File: config.mk
export PLATFORM = sky130hd
export DESIGN_NAME = scoreboard_hazard_tracker_unit
export DESIGN_NICKNAME = d
export VERILOG_FILES = /design/src/hdl/sbht_pkg.sv /design/src/hdl/sbht_ctrl.sv /design/src/hdl/sbht_dpath.sv /design/src/hdl/scoreboard_hazard_tracker_unit.sv
export SDC_FILE = /design/constraint.sdc
export NUM_CORES = 1
export LEC_CHECK = 0
export BUFFER_PORTS_ARGS = -buffer_cell sky130_fd_sc_hd__buf_2
export CAP_MARGIN = 20
export CORE_MARGIN = 2
export CORE_UTILIZATION = 50
export DETAILED_ROUTE_END_ITERATION = 10
export GPL_TIMING_DRIVEN = 1
export PLACE_DENSITY = 0.68
export SLEW_MARGIN = 20
export SYNTH_ARGS = -nofsm -noshare
export SYNTH_HDL_FRONTEND = slang
export SYNTH_SLANG_ARGS = --single-unit
export TNS_END_PERCENT = 1
File: constraint.sdc
create_clock -name clock -period 6 [get_ports clock]
set_clock_uncertainty 0.2 [all_clocks]
set_input_delay 0.6 -clock clock [delete_from_list [all_inputs] [get_ports clock]]
set_output_delay 0.6 -clock clock [all_outputs]
set_load 0.05 [all_outputs]
File: src/hdl/sbht_pkg.sv
// Shared types, constants and helper functions for the scoreboard hazard tracker.
// Used by the controller, the datapath and the top level; depends on nothing else.

package sbht_pkg;

   // Functional units and their tags.
   localparam int NUM_UNITS = 5;
   localparam int UNIT_W    = 3;
   localparam logic [UNIT_W-1:0] UNIT_INT  = 3'd0;
   localparam logic [UNIT_W-1:0] UNIT_ALU  = 3'd1;
   localparam logic [UNIT_W-1:0] UNIT_MUL1 = 3'd2;
   localparam logic [UNIT_W-1:0] UNIT_MUL2 = 3'd3;
   localparam logic [UNIT_W-1:0] UNIT_DIV  = 3'd4;
   localparam logic [UNIT_W-1:0] NO_UNIT   = 3'd5;

   // Register numbers; a unit slot holds the none marker when unused.
   localparam int REG_COUNT = 32;
   localparam int REG_AW    = $clog2(REG_COUNT);
   localparam int REG_NUM_W = 5;
   localparam int SLOT_W    = 6;
   localparam logic [SLOT_W-1:0] NO_REG = 6'd63;

   // Operation codes.
   localparam logic [1:0] OP_QUERY = 2'd0;
   localparam logic [1:0] OP_ISSUE = 2'd1;
   localparam logic [1:0] OP_READ  = 2'd2;
   localparam logic [1:0] OP_WB    = 2'd3;

   // Unit class codes.
   localparam logic [2:0] CLS_ALU  = 3'd0;
   localparam logic [2:0] CLS_ADDR = 3'd1;
   localparam logic [2:0] CLS_MEM  = 3'd2;
   localparam logic [2:0] CLS_MUL  = 3'd3;
   localparam logic [2:0] CLS_DIV  = 3'd4;

   // Latency registers and their indexes on the register port.
   localparam int LAT_W     = 20;
   localparam int NUM_LAT   = 5;
   localparam int CSR_AW    = 5;
   localparam int CSR_DW    = 32;
   localparam int CSR_IDX_W = 3;
   localparam logic [CSR_IDX_W-1:0] CSR_ALU_LAT  = 3'd0;
   localparam logic [CSR_IDX_W-1:0] CSR_ADDR_LAT = 3'd1;
   localparam logic [CSR_IDX_W-1:0] CSR_MEM_LAT  = 3'd2;
   localparam logic [CSR_IDX_W-1:0] CSR_MUL_LAT  = 3'd3;
   localparam logic [CSR_IDX_W-1:0] CSR_DIV_LAT  = 3'd4;
   localparam logic [LAT_W-1:0] ALU_LAT_RST  = 20'd1;
   localparam logic [LAT_W-1:0] ADDR_LAT_RST = 20'd2;
   localparam logic [LAT_W-1:0] MEM_LAT_RST  = 20'd666666;
   localparam logic [LAT_W-1:0] MUL_LAT_RST  = 20'd3;
   localparam logic [LAT_W-1:0] DIV_LAT_RST  = 20'd7;

   // Per-unit scoreboard entry.
   typedef struct packed {
      logic              busy;
      logic [SLOT_W-1:0] dest;
      logic [SLOT_W-1:0] src1;
      logic [SLOT_W-1:0] src2;
      logic [UNIT_W-1:0] tag1;
      logic [UNIT_W-1:0] tag2;
      logic              ready1;
      logic              ready2;
   } unit_entry_type;

   localparam unit_entry_type UNIT_FREE = '{
      busy: 1'b0, dest: NO_REG, src1: NO_REG, src2: NO_REG,
      tag1: NO_UNIT, tag2: NO_UNIT, ready1: 1'b0, ready2: 1'b0};

   // Commands from the controller to the datapath.
   typedef struct packed {
      logic capture;
      logic read1;
      logic read2;
      logic commit;
   } cmd_type;

   // A register number has a table entry only below REG_COUNT.
   function automatic logic reg_tracked(input logic [REG_NUM_W-1:0] r);
      return 7'(r) < 7'(REG_COUNT);
   endfunction

   // Table address of a register number.
   function automatic logic [REG_AW-1:0] reg_index(input logic [REG_NUM_W-1:0] r);
      logic [6:0] wide;
      wide = 7'(r);
      return wide[REG_AW-1:0];
   endfunction

endpackage

File: src/hdl/sbht_ctrl.sv
// Controller of the scoreboard hazard tracker: sequences one word through
// two table read steps and a commit step, and owns the result valid flag.
// Depends on sbht_pkg.

module sbht_ctrl (
   input  logic             clock,
   input  logic             reset,
   input  logic             req_valid,
   output logic             req_ready,
   output logic             rsp_valid,
   input  logic             rsp_ready,
   output sbht_pkg::cmd_type cmd
);

   typedef enum logic [3:0] {
      ST_IDLE  = 4'b0001,
      ST_READ1 = 4'b0010,
      ST_READ2 = 4'b0100,
      ST_EXEC  = 4'b1000
   } state_type;

   state_type state_ff, state_in;
   logic      rsp_valid_ff, rsp_valid_in;
   logic      slot_free;

   // The result register can take a new word when empty or being drained.
   assign slot_free = !rsp_valid_ff || rsp_ready;
   assign req_ready = (state_ff == ST_IDLE);
   assign rsp_valid = rsp_valid_ff;

   // Next state and commands.
   always_comb begin
      state_in    = state_ff;
      cmd.capture = 1'b0;
      cmd.read1   = 1'b0;
      cmd.read2   = 1'b0;
      cmd.commit  = 1'b0;
      unique case (state_ff)
         ST_IDLE: begin
            if (req_valid) begin
               cmd.capture = 1'b1;
               state_in    = ST_READ1;
            end
         end
         ST_READ1: begin
            cmd.read1 = 1'b1;
            state_in  = ST_READ2;
         end
         ST_READ2: begin
            cmd.read2 = 1'b1;
            state_in  = ST_EXEC;
         end
         ST_EXEC: begin
            if (slot_free) begin
               cmd.commit = 1'b1;
               state_in   = ST_IDLE;
            end
         end
         default: begin
            state_in = ST_IDLE;
         end
      endcase
   end

   // Result valid is set on commit and cleared when the word is taken.
   always_comb begin
      if (cmd.commit) begin
         rsp_valid_in = 1'b1;
      end else if (rsp_ready) begin
         rsp_valid_in = 1'b0;
      end else begin
         rsp_valid_in = rsp_valid_ff;
      end
   end

   always_ff @(posedge clock) begin
      if (reset) begin
         state_ff     <= ST_IDLE;
         rsp_valid_ff <= 1'b0;
      end else begin
         state_ff     <= state_in;
         rsp_valid_ff <= rsp_valid_in;
      end
   end

endmodule

File: src/hdl/sbht_dpath.sv
// Datapath of the scoreboard hazard tracker: unit status entries, the
// register producer table, latency registers, hazard checks and result register.
// Depends on sbht_pkg; driven by commands from sbht_ctrl.

module sbht_dpath (
   input  logic                                 clock,
   input  logic                                 reset,
   input  sbht_pkg::cmd_type                    cmd,
   input  logic [1:0]                           req_op,
   input  logic [2:0]                           req_unit_class,
   input  logic                                 req_dest_valid,
   input  logic [sbht_pkg::REG_NUM_W-1:0]       req_dest_reg,
   input  logic                                 req_src1_valid,
   input  logic [sbht_pkg::REG_NUM_W-1:0]       req_src1_reg,
   input  logic                                 req_src2_valid,
   input  logic [sbht_pkg::REG_NUM_W-1:0]       req_src2_reg,
   input  logic [sbht_pkg::UNIT_W-1:0]          req_unit_id,
   input  logic                                 csr_wen,
   input  logic [sbht_pkg::CSR_IDX_W-1:0]       csr_index,
   input  logic [sbht_pkg::CSR_DW-1:0]          csr_wdata,
   output logic [sbht_pkg::CSR_DW-1:0]          csr_rdata,
   output logic                                 rsp_unit_free,
   output logic                                 rsp_dest_free,
   output logic                                 rsp_src_ready,
   output logic                                 rsp_war_clear,
   output logic                                 rsp_issued,
   output logic [sbht_pkg::UNIT_W-1:0]          rsp_assigned_unit,
   output logic [sbht_pkg::LAT_W-1:0]           rsp_latency
);

   // Captured input word.
   logic [1:0]                     op_ff;
   logic [2:0]                     cls_ff;
   logic                           dv_ff, s1v_ff, s2v_ff;
   logic [sbht_pkg::REG_NUM_W-1:0] dr_ff, s1_ff, s2_ff;
   logic [sbht_pkg::UNIT_W-1:0]    uid_ff;

   // Scoreboard state.
   sbht_pkg::unit_entry_type       unit_ff [sbht_pkg::NUM_UNITS];
   sbht_pkg::unit_entry_type       unit_in [sbht_pkg::NUM_UNITS];
   logic [sbht_pkg::LAT_W-1:0]     lat_ff  [sbht_pkg::NUM_LAT];

   // Producer table memory with per-entry valid bits.
   logic [sbht_pkg::UNIT_W-1:0]    prod_mem [sbht_pkg::REG_COUNT];
   logic [sbht_pkg::REG_COUNT-1:0] prod_vld_ff;
   logic [sbht_pkg::REG_NUM_W-1:0] rd_reg_a, rd_reg_b;
   logic                           rd_trk_a, rd_trk_b;
   logic [sbht_pkg::REG_AW-1:0]    rd_idx_a, rd_idx_b;
   logic [sbht_pkg::UNIT_W-1:0]    rd_a_ff, rd_b_ff;
   logic                           hit_a_ff, hit_b_ff;
   logic [sbht_pkg::UNIT_W-1:0]    prod_a, prod_b;
   logic [sbht_pkg::UNIT_W-1:0]    pd_dest_ff, pd_s1_ff;
   logic                           mem_we;
   logic [sbht_pkg::REG_AW-1:0]    mem_waddr;
   logic [sbht_pkg::UNIT_W-1:0]    mem_wdata;

   // Checks.
   logic                           uid_ok;
   logic [sbht_pkg::UNIT_W-1:0]    uid_sel;
   sbht_pkg::unit_entry_type       uid_entry;
   logic [sbht_pkg::UNIT_W-1:0]    pick_unit;
   logic [sbht_pkg::LAT_W-1:0]     pick_lat;
   logic                           unit_free, dest_free, src_ready, war_clear;
   logic                           issue_ok, wb_ok;
   logic [sbht_pkg::SLOT_W-1:0]    dr_slot;
   logic [sbht_pkg::UNIT_W-1:0]    tag1_new, tag2_new;

   // Input capture.
   always_ff @(posedge clock) begin
      if (cmd.capture) begin
         op_ff  <= req_op;
         cls_ff <= req_unit_class;
         dv_ff  <= req_dest_valid;
         dr_ff  <= req_dest_reg;
         s1v_ff <= req_src1_valid;
         s1_ff  <= req_src1_reg;
         s2v_ff <= req_src2_valid;
         s2_ff  <= req_src2_reg;
         uid_ff <= req_unit_id;
      end
   end

   assign uid_ok    = uid_ff < sbht_pkg::UNIT_W'(sbht_pkg::NUM_UNITS);
   assign uid_sel   = uid_ok ? uid_ff : sbht_pkg::UNIT_INT;
   assign uid_entry = unit_ff[uid_sel];

   // Table read addresses: destination and first source, then second source
   // and the destination held by the unit named in the word.
   always_comb begin
      if (cmd.read1) begin
         rd_reg_a = dr_ff;
         rd_trk_a = sbht_pkg::reg_tracked(dr_ff);
         rd_reg_b = s1_ff;
         rd_trk_b = sbht_pkg::reg_tracked(s1_ff);
      end else begin
         rd_reg_a = s2_ff;
         rd_trk_a = sbht_pkg::reg_tracked(s2_ff);
         rd_reg_b = uid_entry.dest[sbht_pkg::REG_NUM_W-1:0];
         rd_trk_b = !uid_entry.dest[sbht_pkg::SLOT_W-1] &&
                    sbht_pkg::reg_tracked(uid_entry.dest[sbht_pkg::REG_NUM_W-1:0]);
      end
   end

   assign rd_idx_a = sbht_pkg::reg_index(rd_reg_a);
   assign rd_idx_b = sbht_pkg::reg_index(rd_reg_b);

   // Registered table reads; an unwritten or untracked entry has no producer.
   always_ff @(posedge clock) begin
      if (cmd.read1 || cmd.read2) begin
         rd_a_ff  <= prod_mem[rd_idx_a];
         rd_b_ff  <= prod_mem[rd_idx_b];
         hit_a_ff <= rd_trk_a && prod_vld_ff[rd_idx_a];
         hit_b_ff <= rd_trk_b && prod_vld_ff[rd_idx_b];
      end
   end

   assign prod_a = hit_a_ff ? rd_a_ff : sbht_pkg::NO_UNIT;
   assign prod_b = hit_b_ff ? rd_b_ff : sbht_pkg::NO_UNIT;

   // Hold the first pair of producers while the second pair is read.
   always_ff @(posedge clock) begin
      if (cmd.read2) begin
         pd_dest_ff <= prod_a;
         pd_s1_ff   <= prod_b;
      end
   end

   // Unit selection for the class, with its freeness and latency.
   always_comb begin
      pick_unit = sbht_pkg::NO_UNIT;
      pick_lat  = '0;
      unit_free = 1'b1;
      case (cls_ff)
         sbht_pkg::CLS_ALU: begin
            pick_unit = sbht_pkg::UNIT_ALU;
            pick_lat  = lat_ff[sbht_pkg::CSR_ALU_LAT];
            unit_free = !unit_ff[sbht_pkg::UNIT_ALU].busy;
         end
         sbht_pkg::CLS_ADDR: begin
            pick_unit = sbht_pkg::UNIT_INT;
            pick_lat  = lat_ff[sbht_pkg::CSR_ADDR_LAT];
            unit_free = !unit_ff[sbht_pkg::UNIT_INT].busy;
         end
         sbht_pkg::CLS_MEM: begin
            pick_unit = sbht_pkg::UNIT_INT;
            pick_lat  = lat_ff[sbht_pkg::CSR_MEM_LAT];
            unit_free = !unit_ff[sbht_pkg::UNIT_INT].busy;
         end
         sbht_pkg::CLS_MUL: begin
            pick_unit = unit_ff[sbht_pkg::UNIT_MUL1].busy ? sbht_pkg::UNIT_MUL2
                                                          : sbht_pkg::UNIT_MUL1;
            pick_lat  = lat_ff[sbht_pkg::CSR_MUL_LAT];
            unit_free = !unit_ff[sbht_pkg::UNIT_MUL1].busy ||
                        !unit_ff[sbht_pkg::UNIT_MUL2].busy;
         end
         sbht_pkg::CLS_DIV: begin
            pick_unit = sbht_pkg::UNIT_DIV;
            pick_lat  = lat_ff[sbht_pkg::CSR_DIV_LAT];
            unit_free = !unit_ff[sbht_pkg::UNIT_DIV].busy;
         end
         default: begin
            pick_unit = sbht_pkg::NO_UNIT;
         end
      endcase
   end

   // Hazard checks against the state before this word.
   assign dr_slot   = sbht_pkg::SLOT_W'(dr_ff);
   assign dest_free = !dv_ff || (dr_ff == '0) || (pd_dest_ff == sbht_pkg::NO_UNIT);

   always_comb begin
      src_ready = 1'b1;
      if (uid_ok) begin
         if (uid_entry.src1 != sbht_pkg::NO_REG && !uid_entry.ready1) begin
            src_ready = 1'b0;
         end
         if (uid_entry.src2 != sbht_pkg::NO_REG && !uid_entry.ready2) begin
            src_ready = 1'b0;
         end
      end
   end

   // A unit that still has to read dest_reg blocks the write.
   always_comb begin
      war_clear = 1'b1;
      if (dv_ff) begin
         for (int i = 0; i < sbht_pkg::NUM_UNITS; i++) begin
            if ((unit_ff[i].src1 == dr_slot && unit_ff[i].ready1) ||
                (unit_ff[i].src2 == dr_slot && unit_ff[i].ready2)) begin
               war_clear = 1'b0;
            end
         end
      end
   end

   assign issue_ok = (op_ff == sbht_pkg::OP_ISSUE) && (pick_unit != sbht_pkg::NO_UNIT) &&
                     unit_free && dest_free;
   assign wb_ok    = (op_ff == sbht_pkg::OP_WB) && uid_ok;
   assign tag1_new = s1v_ff ? pd_s1_ff : sbht_pkg::NO_UNIT;
   assign tag2_new = s2v_ff ? prod_a : sbht_pkg::NO_UNIT;

   // Next unit entries for issue, operands read and writeback.
   always_comb begin
      for (int i = 0; i < sbht_pkg::NUM_UNITS; i++) begin
         unit_in[i] = unit_ff[i];
         case (op_ff)
            sbht_pkg::OP_ISSUE: begin
               if (issue_ok && pick_unit == sbht_pkg::UNIT_W'(i)) begin
                  unit_in[i].busy   = 1'b1;
                  unit_in[i].dest   = dv_ff ? dr_slot : sbht_pkg::NO_REG;
                  unit_in[i].src1   = s1v_ff ? sbht_pkg::SLOT_W'(s1_ff) : sbht_pkg::NO_REG;
                  unit_in[i].src2   = s2v_ff ? sbht_pkg::SLOT_W'(s2_ff) : sbht_pkg::NO_REG;
                  unit_in[i].tag1   = tag1_new;
                  unit_in[i].tag2   = tag2_new;
                  unit_in[i].ready1 = (tag1_new == sbht_pkg::NO_UNIT);
                  unit_in[i].ready2 = (tag2_new == sbht_pkg::NO_UNIT);
               end
            end
            sbht_pkg::OP_READ: begin
               if (uid_ok && uid_ff == sbht_pkg::UNIT_W'(i)) begin
                  unit_in[i].ready1 = 1'b0;
                  unit_in[i].ready2 = 1'b0;
                  unit_in[i].tag1   = sbht_pkg::NO_UNIT;
                  unit_in[i].tag2   = sbht_pkg::NO_UNIT;
               end
            end
            sbht_pkg::OP_WB: begin
               if (wb_ok) begin
                  // Wake every source waiting on the finishing unit.
                  if (unit_ff[i].tag1 == uid_ff) begin
                     unit_in[i].ready1 = 1'b1;
                     unit_in[i].tag1   = sbht_pkg::NO_UNIT;
                  end
                  if (unit_ff[i].tag2 == uid_ff) begin
                     unit_in[i].ready2 = 1'b1;
                     unit_in[i].tag2   = sbht_pkg::NO_UNIT;
                  end
                  if (uid_ff == sbht_pkg::UNIT_W'(i)) begin
                     unit_in[i] = sbht_pkg::UNIT_FREE;
                  end
               end
            end
            default: begin
               unit_in[i] = unit_ff[i];
            end
         endcase
      end
   end

   always_ff @(posedge clock) begin
      if (reset) begin
         for (int i = 0; i < sbht_pkg::NUM_UNITS; i++) begin
            unit_ff[i] <= sbht_pkg::UNIT_FREE;
         end
      end else if (cmd.commit) begin
         for (int i = 0; i < sbht_pkg::NUM_UNITS; i++) begin
            unit_ff[i] <= unit_in[i];
         end
      end
   end

   // Producer table write: mark at issue, unmark at writeback if still ours.
   always_comb begin
      mem_we    = 1'b0;
      mem_waddr = sbht_pkg::reg_index(dr_ff);
      mem_wdata = pick_unit;
      if (issue_ok) begin
         mem_we = dv_ff && (dr_ff != '0) && sbht_pkg::reg_tracked(dr_ff);
      end else if (wb_ok) begin
         mem_we    = (prod_b == uid_ff);
         mem_waddr = sbht_pkg::reg_index(uid_entry.dest[sbht_pkg::REG_NUM_W-1:0]);
         mem_wdata = sbht_pkg::NO_UNIT;
      end
   end

   always_ff @(posedge clock) begin
      if (cmd.commit && mem_we) begin
         prod_mem[mem_waddr] <= mem_wdata;
      end
   end

   always_ff @(posedge clock) begin
      if (reset) begin
         prod_vld_ff <= '0;
      end else if (cmd.commit && mem_we) begin
         prod_vld_ff[mem_waddr] <= 1'b1;
      end
   end

   // Latency registers.
   always_ff @(posedge clock) begin
      if (reset) begin
         lat_ff[sbht_pkg::CSR_ALU_LAT]  <= sbht_pkg::ALU_LAT_RST;
         lat_ff[sbht_pkg::CSR_ADDR_LAT] <= sbht_pkg::ADDR_LAT_RST;
         lat_ff[sbht_pkg::CSR_MEM_LAT]  <= sbht_pkg::MEM_LAT_RST;
         lat_ff[sbht_pkg::CSR_MUL_LAT]  <= sbht_pkg::MUL_LAT_RST;
         lat_ff[sbht_pkg::CSR_DIV_LAT]  <= sbht_pkg::DIV_LAT_RST;
      end else if (csr_wen && csr_index < sbht_pkg::CSR_IDX_W'(sbht_pkg::NUM_LAT)) begin
         lat_ff[csr_index] <= csr_wdata[sbht_pkg::LAT_W-1:0];
      end
   end

   // Register read; addresses past the list read as zero.
   always_comb begin
      if (csr_index < sbht_pkg::CSR_IDX_W'(sbht_pkg::NUM_LAT)) begin
         csr_rdata = sbht_pkg::CSR_DW'(lat_ff[csr_index]);
      end else begin
         csr_rdata = '0;
      end
   end

   // Result register.
   always_ff @(posedge clock) begin
      if (cmd.commit) begin
         rsp_unit_free     <= unit_free;
         rsp_dest_free     <= dest_free;
         rsp_src_ready     <= src_ready;
         rsp_war_clear     <= war_clear;
         rsp_issued        <= issue_ok;
         rsp_assigned_unit <= issue_ok ? pick_unit : sbht_pkg::NO_UNIT;
         rsp_latency       <= issue_ok ? pick_lat : '0;
      end
   end

endmodule

File: src/hdl/scoreboard_hazard_tracker_unit.sv
// Scoreboard hazard tracker for five functional units (int/mem, ALU, two
// multipliers, divider) with a register producer table.
//
// Usage: a request word (op, unit class, destination, two sources, unit id)
// is taken on req_valid/req_ready. Every word returns exactly one response
// word on rsp_valid/rsp_ready with the structural, WAW, operand-ready and WAR
// checks taken from the state before the word, plus the issue outcome.
// Latency registers sit on an APB-style port at byte addresses 0, 4, 8, 12
// and 16; write them only while no request is in flight.
//
// Timing: a request occupies the block through capture, two producer table
// reads over its two read ports, and commit; the response is registered at
// commit, and no new request is taken until the last one has committed.
// The two-port producer table is why the reads take two steps.
// Stalls: the response stays in its output register until taken; the next
// request is accepted meanwhile and waits in the commit cycle until the
// output register is free.
// Reset: synchronous; all units are freed, the producer table reads as empty
// at once through per-entry valid bits, and latencies return to defaults.

module scoreboard_hazard_tracker_unit (
   input  logic                               clock,
   input  logic                               reset,
   // Request channel.
   input  logic                               req_valid,
   output logic                               req_ready,
   input  logic [1:0]                         req_op,
   input  logic [2:0]                         req_unit_class,
   input  logic                               req_dest_valid,
   input  logic [sbht_pkg::REG_NUM_W-1:0]     req_dest_reg,
   input  logic                               req_src1_valid,
   input  logic [sbht_pkg::REG_NUM_W-1:0]     req_src1_reg,
   input  logic                               req_src2_valid,
   input  logic [sbht_pkg::REG_NUM_W-1:0]     req_src2_reg,
   input  logic [sbht_pkg::UNIT_W-1:0]        req_unit_id,
   // Response channel.
   output logic                               rsp_valid,
   input  logic                               rsp_ready,
   output logic                               rsp_unit_free,
   output logic                               rsp_dest_free,
   output logic                               rsp_src_ready,
   output logic                               rsp_war_clear,
   output logic                               rsp_issued,
   output logic [sbht_pkg::UNIT_W-1:0]        rsp_assigned_unit,
   output logic [sbht_pkg::LAT_W-1:0]         rsp_latency,
   // Register port.
   input  logic                               csr_psel,
   input  logic                               csr_penable,
   input  logic                               csr_pwrite,
   input  logic [sbht_pkg::CSR_AW-1:0]        csr_paddr,
   input  logic [sbht_pkg::CSR_DW-1:0]        csr_pwdata,
   output logic [sbht_pkg::CSR_DW-1:0]        csr_prdata,
   output logic                               csr_pready
);

   sbht_pkg::cmd_type                  cmd;
   logic                               csr_wen;
   logic [sbht_pkg::CSR_IDX_W-1:0]     csr_index;

   // The register port never waits; a write lands in the access cycle.
   assign csr_pready = 1'b1;
   assign csr_wen    = csr_psel && csr_penable && csr_pwrite;
   assign csr_index  = csr_paddr[sbht_pkg::CSR_AW-1:2];

   sbht_ctrl u_ctrl (
      .clock     (clock),
      .reset     (reset),
      .req_valid (req_valid),
      .req_ready (req_ready),
      .rsp_valid (rsp_valid),
      .rsp_ready (rsp_ready),
      .cmd       (cmd)
   );

   sbht_dpath u_dpath (
      .clock             (clock),
      .reset             (reset),
      .cmd               (cmd),
      .req_op            (req_op),
      .req_unit_class    (req_unit_class),
      .req_dest_valid    (req_dest_valid),
      .req_dest_reg      (req_dest_reg),
      .req_src1_valid    (req_src1_valid),
      .req_src1_reg      (req_src1_reg),
      .req_src2_valid    (req_src2_valid),
      .req_src2_reg      (req_src2_reg),
      .req_unit_id       (req_unit_id),
      .csr_wen           (csr_wen),
      .csr_index         (csr_index),
      .csr_wdata         (csr_pwdata),
      .csr_rdata         (csr_prdata),
      .rsp_unit_free     (rsp_unit_free),
      .rsp_dest_free     (rsp_dest_free),
      .rsp_src_ready     (rsp_src_ready),
      .rsp_war_clear     (rsp_war_clear),
      .rsp_issued        (rsp_issued),
      .rsp_assigned_unit (rsp_assigned_unit),
      .rsp_latency       (rsp_latency)
   );

endmodule
==> results of run 1 <==
## layout make-up
cell class	instances	area, µm²	area share (%)
multi-input cells	1101	8110	33.6
repair buffers	168	1060	4.38
diodes	3	7.51	0.0311
inverters	38	143	0.590
well taps	539	674	2.79
clock buffers	66	1290	5.34
flip-flops and latches	436	12700	52.6
clock inverters	19	164	0.678
## worst register-to-register path, cell delays in order, from the launching register on
cell and delay, ps:
edfxtp_1 950, nand2b_1 500, o22ai_1 260, o31ai_4 270, buf_4 690, mux2i_1 220, mux2i_1 230, o22ai_1 140
nor4_1 400
## cell families (layout without fill, tap and decap cells)
| kind of cell | after synthesis | in the layout | share of synthesized area [%] |
|---|---|---|---|
| AND/OR/NAND/NOR | 528 | 528 | 12.5 |
| flip-flops | 436 | 436 | 59.5 |
| AO/OA/AOI/OAI | 276 | 276 | 8.87 |
| multiplexers | 200 | 200 | 12.4 |
| buffers and inverters | 146 | 291 | 3.22 |
| XOR/XNOR | 84 | 84 | 3.44 |
| other | 2 | 16 | 0.0351 |
## power by group
group | switching [mW] | internal (mW) | leakage (nW)
sequential | 0.0668 | 3.39 | 3.71
clock | 1.15 | 1.62 | 0.700
combinational | 0.496 | 0.255 | 3.93
total | 1.72 | 5.27 | 8.35
## sequential cells by signal, summed over array words and instances, names as in the netlist, 2 cells and up
signal / count
u_dpath.rsp_assigned_unit: 3
u_dpath.uid_ff: 3
u_dpath.s1_ff: 5
u_dpath.prod_vld_ff: 32
u_dpath.s2_ff: 5
u_dpath.unit_ff: 135
u_dpath.pd_dest_ff: 3
u_dpath.rd_b_ff: 3
u_dpath.lat_ff: 100
u_dpath.rd_a_ff: 3
u_dpath.prod_mem: 96
u_dpath.op_ff: 2
u_dpath.cls_ff: 3
u_dpath.rsp_latency: 20
u_ctrl.state_ff: 4
u_dpath.pd_s1_ff: 3
u_dpath.dr_ff: 5
## metal layers
| metal | global-route usage, % | wire (µm) |
|---|---|---|
| met1 | 35.0 | 23700 |
| met2 | 42.0 | 27300 |
| met3 | 4.12 | 4010 |
| met4 | 9.69 | 2040 |
| met5 | 0 | 0 |
## through the flow
| step | util (%) | hold WS (ps) |
|---|---|---|
| detailed placement | 53.4 | 267 |
| global route | 57.5 | 4.57 |
| CTS | 57.4 | 11.0 |
| floorplan | - | 239 |
| global placement | 53.4 | 250 |
| finish | 57.5 | 31.4 |
## worst min path at each step
| stage | cells past startpoint | slack, ps | from | end |
|---|---|---|---|---|
| floorplan | 2 | 240 | u_dpath.prod_vld_ff[29]$_SDFFE_PP0P_ | u_dpath.prod_vld_ff[29]$_SDFFE_PP0P_ |
| global placement | 2 | 250 | u_dpath.prod_vld_ff[29]$_SDFFE_PP0P_ | u_dpath.prod_vld_ff[29]$_SDFFE_PP0P_ |
| detailed placement | 2 | 270 | u_dpath.prod_vld_ff[29]$_SDFFE_PP0P_ | u_dpath.prod_vld_ff[29]$_SDFFE_PP0P_ |
| CTS | 1 | 10 | req_unit_id[1] | u_dpath.uid_ff[1]$_DFFE_PP_ |
| global route | 1 | 5 | req_unit_id[1] | u_dpath.uid_ff[1]$_DFFE_PP_ |
| finish | 1 | 30 | req_unit_id[1] | u_dpath.uid_ff[1]$_DFFE_PP_ |
## what timing repair did
| item | 4_1_cts | 5_1_grt |
|---|---|---|
| gates resized for setup | 0 | 0 |
| hold endpoints to repair | 24 | 0 |
| hold buffers | 24 | 0 |
## placed cells by master, fill, tap and decap left out, types with 16 or more instances in the layout
cell type      count
buf_2            105
nand3_1           27
and3_1            27
edfxtp_1         399
and2_1            76
inv_1             35
or3_1             16
buf_4             39
xor2_1            31
dfxtp_1           37
a31oi_1           16
a22oi_1           38
o22ai_1           41
xnor2_1           53
nand2b_1          24
o21ai_0           21
nand2_1          152
nor2_1           117
mux2i_1          132
clkbuf_16         49
a21oi_1           59
mux2_2            21
clkbuf_1          17
mux4_2            28
dlygate4sd3_1     24
==> key figures, run 1 <==
Hold path
  – Hold crit path type: in2reg

Synth
  – Post-synth ARST share: 0%
  – Synth top cells by count: edfxtp_1 (399), nand2_1 (153), mux2i_1 (133)
  – Netlist cell types: 80
  – Dominant cell type by area after synthesis: edfxtp_1
  – Cell Area, Synth: 21400 µm²
  – Top cell type's share of synthesized area: 56.0%
  – Main synth FF type: edfxtp_1
  – Sequential element share of the synthesized area: 59.5%
  – Ys Warns: 0
  – Most numerous cell in the Yosys netlist: edfxtp_1
  – Post-synth EDFFs: 399
  – Synth Instances: 1672
  – #FFs+latches synth: 436
  – Synth area leaders: edfxtp_1 (56%), mux2i_1 (6.2%), dfxtp_1 (3.5%)
  – Synth Area per Inst: 12.8 µm²

Layout
  – P&R area growth vs syn: 13.1%
  – Fillers: 3385
  – Post-route cell area: 24200 µm²
  – Total Nets Final: 1862
  – Layout cells sized above 1: 15.9%
  – Non-filler instance count after layout: 2370

Outcome
  – Outcome: finished clean

Global route
  – Number of antenna violations at the first check in global routing: 4
  – Grt total ovfl: 0
  – Total track usage: 25.8%
  – First-pass GRT wire length: 86.0 mm
  – Number of global-route vias before repair: 14.5k
  – Largest net degree at the start of global routing: 52

Route
  – Via/cell ratio: 6.16
  – First-pass iteration count of the detailed router: 6
  – Detailed Route WL: 57.0 mm
  – DR DRC count: 0
  – Per-cell routed wire length: 24.1 µm
  – Antenna Nets Post-Route: 0
  – Vias: 14.6k
  – Initial DRC count: 1647

CTS
  – Clock Sinks: 436
  – Post-CTS Setup Inserts: 0
  – CTS Buf Count: 47
  – Worst skew pair latency: 580 ps
  – CTS Buffer Depth: 3
  – CTS tree: done
  – Worst-path clk slew: 60 ps
  – CTS root buffer: clkbuf_16
  – H-tree levels: 2

Place
  – DP HPWL: 38.0 mm
  – Placed insts: 2258
  – Area after DPL: 22500 µm²
  – Pre-CTS setup slack: 2030 ps
  – Final RePlAce weighted congestion: 0.929
  – Port Buffers: 105

STA
  – Relative slew margins: 32.7%
  – Final Hold Fails: 0
  – RSZ-0062 raised after global routing: false
  – Final WS setup: 1920 ps
  – Setup violations, final: 0
  – Max Clk Rate: 245 MHz
  – Minimum clock period: 4080 ps
  – Post-route clock period utilization: 68.0%
  – Worst Max-Slew Pin Slew: 1010 ps
  – Setup TNS: 0 ps
  – Slew Viols, Final: 0

Setup path
  – R2R cell count: 8
  – Setup CP Type: reg2reg
  – WP buf/inv: 1
  – Worst Setup End Kind: flop
  – Slowest cell on the critical path: edfxtp_1
  – WP data required: 6150 ps
  – CP Launch Type: flop
  – Worst flop-to-flop path startpoint: u_dpath.uid_ff[2]$_DFFE_PP_
  – Flop2flop setup slack: 1920 ps
  – RR Endpoint: u_dpath.rd_b_ff[2]$_DFFE_PN_
  – Critical path data arrival time: 4230 ps
  – Max FO, Critical Path: 50
  – Worst-path cell chain: nand2b_1 > o22ai_1 > o31ai_4 > buf_4 > mux2i_1 > mux2i_1 > o22ai_1 > nor4_1
  – CP peak stage delay: 950 ps
  – Setup crit end: u_dpath.rd_b_ff[2]$_DFFE_PN_
  – Critical path depth: 8
  – Worst path top cell family by delay: flip-flops
  – Crit path from: u_dpath.uid_ff[2]$_DFFE_PP_

Floorplan
  – Initial core utilization: 50.8%
  – Row Count: 75
  – Die height: 211 µm
  – Ports: 133
  – Core area: 42000 µm²
  – Die extent in x: 211 µm
  – Die area: 44400 µm²

Power and ir drop
  – PD cells: 289 nW/µm²
  – Total power: 6.98 mW
  – Pleak: 8.35 nW
  – Maximum vdd drop: 196 µV

Job
  – Max-cap violations: 0
No activity file was read; power rests on OpenSTA's default activity.
==> run 2, diff against run 1 <==
--- a/config.mk
+++ b/config.mk
@@ -5,13 +5,14 @@
 export SDC_FILE = /design/constraint.sdc
 export NUM_CORES = 1
 export LEC_CHECK = 0
+export ABC_AREA = 1
 export BUFFER_PORTS_ARGS = -buffer_cell sky130_fd_sc_hd__buf_2
 export CAP_MARGIN = 20
 export CORE_MARGIN = 2
 export CORE_UTILIZATION = 50
 export DETAILED_ROUTE_END_ITERATION = 10
 export GPL_TIMING_DRIVEN = 1
-export PLACE_DENSITY = 0.68
+export PLACE_DENSITY = 0.7
 export SLEW_MARGIN = 20
 export SYNTH_ARGS = -nofsm -noshare
 export SYNTH_HDL_FRONTEND = slang
==> constraint.sdc (replaced) <==
create_clock -name clock -period 3.5 [get_ports clock]
set_clock_uncertainty 0.2 [all_clocks]
set_input_delay 0.35 -clock clock [delete_from_list [all_inputs] [get_ports clock]]
set_output_delay 0.35 -clock clock [all_outputs]
set_load 0.05 [all_outputs]
==> run 2 against run 1 <==
Effect of this change: area after synthesis fell by 1.3%; global-route usage increased by 2.4 points; combinational power increased by 130%; power increased by 82%; via count is 18% higher.
==> key figures, run 2 <==
Outcome
  – Outcome: finished clean

Place
  – Area after DPL: 22300 µm² (-0.55%)
  – Port Buffers: 105 (unchanged)
  – Placed insts: 2760 (+22%)
  – DP HPWL: 40.5 mm (+6.4%)
  – Final RePlAce weighted congestion: 0.899 (-3.2%)

Floorplan
  – Core area: 41800 µm² (-0.67%)
  – Initial core utilization: 50.5% (-0.33 points)
  – Die extent in x: 209 µm (-0.65%)
  – Row Count: 75 (unchanged)
  – Die height: 209 µm (-0.65%)
  – Ports: 133 (unchanged)
  – Die area: 43900 µm² (-1.3%)

Power and ir drop
  – Clk pwr share: 40.4% (+0.7 points)
  – Sequential share of power: 46.2% (-3.3 points)
  – Cell-internal power: 9.37 mW (+78%)
  – Net Switching: 3.36 mW (+96%)
  – Combinational share of power: 13.4% (+2.6 points)
  – PD cells: 521 nW/µm² (+80%)
  – Net Sw Frac: 26.4% (+1.8 points)
  – Pleak: 9.19 nW (+10%)
  – Maximum vdd drop: 299 µV (+52%)

Synth
  – Post-synth ARST share: 0% (unchanged)
  – Most numerous cell in the Yosys netlist: nand2_1
  – Main synth FF type: edfxtp_1
  – Cell Area, Synth: 21100 µm² (-1.3%)
  – Sequential element share of the synthesized area: 60.3% (+0.79 points)
  – Top cell type's share of synthesized area: 56.8% (+0.75 points)
  – Synth area leaders: edfxtp_1 (57%), nand2_1 (8.1%), nor2_1 (5.0%)
  – Netlist cell types: 61 (-24%)
  – Dominant cell type by area after synthesis: edfxtp_1
  – Synth Area per Inst: 9.82 µm² (-23%)
  – Post-synth EDFFs: 399 (unchanged)
  – Ys Warns: 0 (unchanged)
  – #FFs+latches synth: 436 (unchanged)
  – Synth Instances: 2148 (+28%)
  – Synth top cells by count: nand2_1 (453), edfxtp_1 (399), nor2_1 (281)

Global route
  – Number of antenna violations at the first check in global routing: 0 (-4)
  – Number of global-route vias before repair: 16.7k (+15%)
  – Grt total ovfl: 0 (unchanged)
  – Total track usage: 28.1% (+2.4 points)
  – First-pass GRT wire length: 94.0 mm (+9.2%)
  – Largest net degree at the start of global routing: 55 (+5.8%)

Route
  – Vias: 17.2k (+18%)
  – Detailed Route WL: 62.2 mm (+9.0%)
  – Initial DRC count: 2369 (+44%)
  – DR DRC count: 0 (unchanged)
  – Antenna Nets Post-Route: 0 (unchanged)
  – First-pass iteration count of the detailed router: 7 (+1)
  – Per-cell routed wire length: 21.5 µm (-11%)
  – Via/cell ratio: 5.94 (-3.6%)

Layout
  – Most frequent cells in the layout: nand2_1 (453), edfxtp_1 (399), nor2_1 (279), inv_1 (167), nand3_1 (147)
  – Post-route cell area: 24400 µm² (+1.0%)
  – Commonest non-fill, non-tap cell in the layout: nand2_1
  – Layout cells sized above 1: 13.9% (-2.0 points)
  – Max reg flops: 135 (unchanged)
  – Fillers: 3445 (+1.8%)
  – Diode count: 0 (-3)
  – Top reg by flops: u_dpath.unit_ff
  – Non-filler instance count after layout: 2896 (+22%)
  – Total Nets Final: 2388 (+28%)
  – P&R area growth vs syn: 15.7%
  – Largest regs: u_dpath.unit_ff x135, u_dpath.lat_ff x100, u_dpath.prod_mem x96

CTS
  – CTS tree: done
  – CTS Buffer Depth: 3 (unchanged)
  – Worst skew pair latency: 600 ps (+20 ps)
  – CTS Buf Count: 47 (unchanged)
  – H-tree levels: 2 (unchanged)
  – CTS root buffer: clkbuf_16
  – Clock Sinks: 436 (unchanged)
  – Post-CTS Resized: 0 (unchanged)
  – Worst-path clk slew: 60 ps (about the same)

Hold path
  – Hold crit path type: in2reg
  – Hold Path Origin: csr_penable

Job
  – Max-cap violations: 0 (unchanged)

Setup path
  – Crit path from: u_dpath.uid_ff[0]$_DFFE_PP_
  – Worst Setup End Kind: flop
  – WP data required: 3640 ps (-2510 ps)
  – Worst flop-to-flop path startpoint: u_dpath.uid_ff[0]$_DFFE_PP_
  – Max FO, Critical Path: 33 (-34%)
  – Setup CP Type: reg2reg
  – Critical path data arrival time: 3240 ps (-990 ps)
  – CP Launch Type: flop

STA
  – Relative slew margins: 27.8% (-4.9 points)
  – Setup TNS: 0 ps (unchanged)
  – Setup violations, final: 0 (unchanged)
  – Minimum clock period: 3110 ps (-972 ps)
  – Slew Viols, Final: 0 (unchanged)
  – Post-route clock period utilization: 88.7% (+21 points)
  – Worst Max-Slew Pin Slew: 1080 ps (+77.8 ps)
  – RSZ-0062 raised after global routing: false
  – Max Clk Rate: 322 MHz (+31%)
  – Final Hold Fails: 0 (unchanged)
==> run 2: cell types whose count changed in the layout (fill, tap and decap cells not counted), sizes merged, moves of 34 or more <==
| cell | delta |
|---|---|
| o211ai | +40 |
| and2 | -76 |
| nand2 | +317 |
| o21ai | +127 |
| mux2i | -136 |
| a22oi | -34 |
| nor2 | +176 |
| mux4 | -43 |
| inv | +147 |
| nand3 | +124 |
==> run 2: worst max-delay path, stage by stage, from the launching register on <==
cell and delay [ps]:
edfxtp_1 460, buf_4 230, nor2_1 180, nand2_2 80, inv_2 200, nand2_2 120, nand4_4 210, nand2_4 150
buf_4 290, o211ai_1 200, nand3_1 150, nand3_1 120, nand2_1 100, nand2_1 70, nand2_1 70
==> run 2: final timing paths <==
path | endpoint | slack, ps | cells past startpoint
min reg2reg | u_dpath.prod_vld_ff[12]$_SDFFE_PP0P_ | 300 | 2
max reg2reg | u_dpath.rd_b_ff[1]$_DFFE_PN_ | 390 | 14
min | u_dpath.lat_ff[0][0]$_SDFFCE_PN1P_ | 40 | 4
max | u_dpath.rd_b_ff[1]$_DFFE_PN_ | 390 | 14
==> run 2: cells by family (layout without fill, tap and decap cells) <==
kind of cell	Yosys count	in the layout	synth area share (%)
AND/OR/NAND/NOR	962	962	19.4
AO/OA/AOI/OAI	408	408	12.4
buffers and inverters	301	499	6.23
XOR/XNOR	39	39	1.62
other	2	13	0.0356
flip-flops	436	436	60.3
==> run 2: per-layer routing <==
layer,wire [µm],up-vias,track usage (%)
li1,-,7819,-
met2,29500,1005,46.3
met3,6010,190,5.09
met4,2570,0,11.7
met1,24100,8195,37.0
met5,0,-,0
==> run 2: area by class of cell <==
class / instances / area [µm²] / share of cell area [%]
Sequential cell: 436 / 12700 / 52.1
Multi-Input combinational cell: 1422 / 7110 / 29.1
Timing Repair Buffer: 223 / 1590 / 6.53
Clock buffer: 71 / 1370 / 5.61
Inverter: 188 / 718 / 2.94
Tap cell: 539 / 674 / 2.76
Clock inverter: 17 / 234 / 0.958
==> run 2: power by group through the flow <==
stage / Combinational (mW) / Clock (mW) / Sequential [mW]
global route: 1.82 / 5.38 / 5.89
detailed placement: 1.62 / 0 / 5.99
finish: 1.70 / 5.14 / 5.89
CTS: 1.67 / 5.17 / 5.88
floorplan: 1.12 / 0 / 5.96
global placement: 1.59 / 0 / 5.99
==> run 2: per-stage QoR <==
stage	hold slack [ps]	power (mW)	setup WS, ps	utilization [%]
CTS	13.4	12.7	442	58.5
floorplan	249	7.08	269	-
finish	37.4	12.7	394	58.5
global placement	272	7.58	499	53.5
detailed placement	285	7.61	425	53.5
global route	40.8	13.1	175	58.5
==> run 2: timing repair <==
item                      4_1_cts  5_1_grt
hold buffers                   48        0
setup buffers                   0        0
hold endpoints to repair      130        0
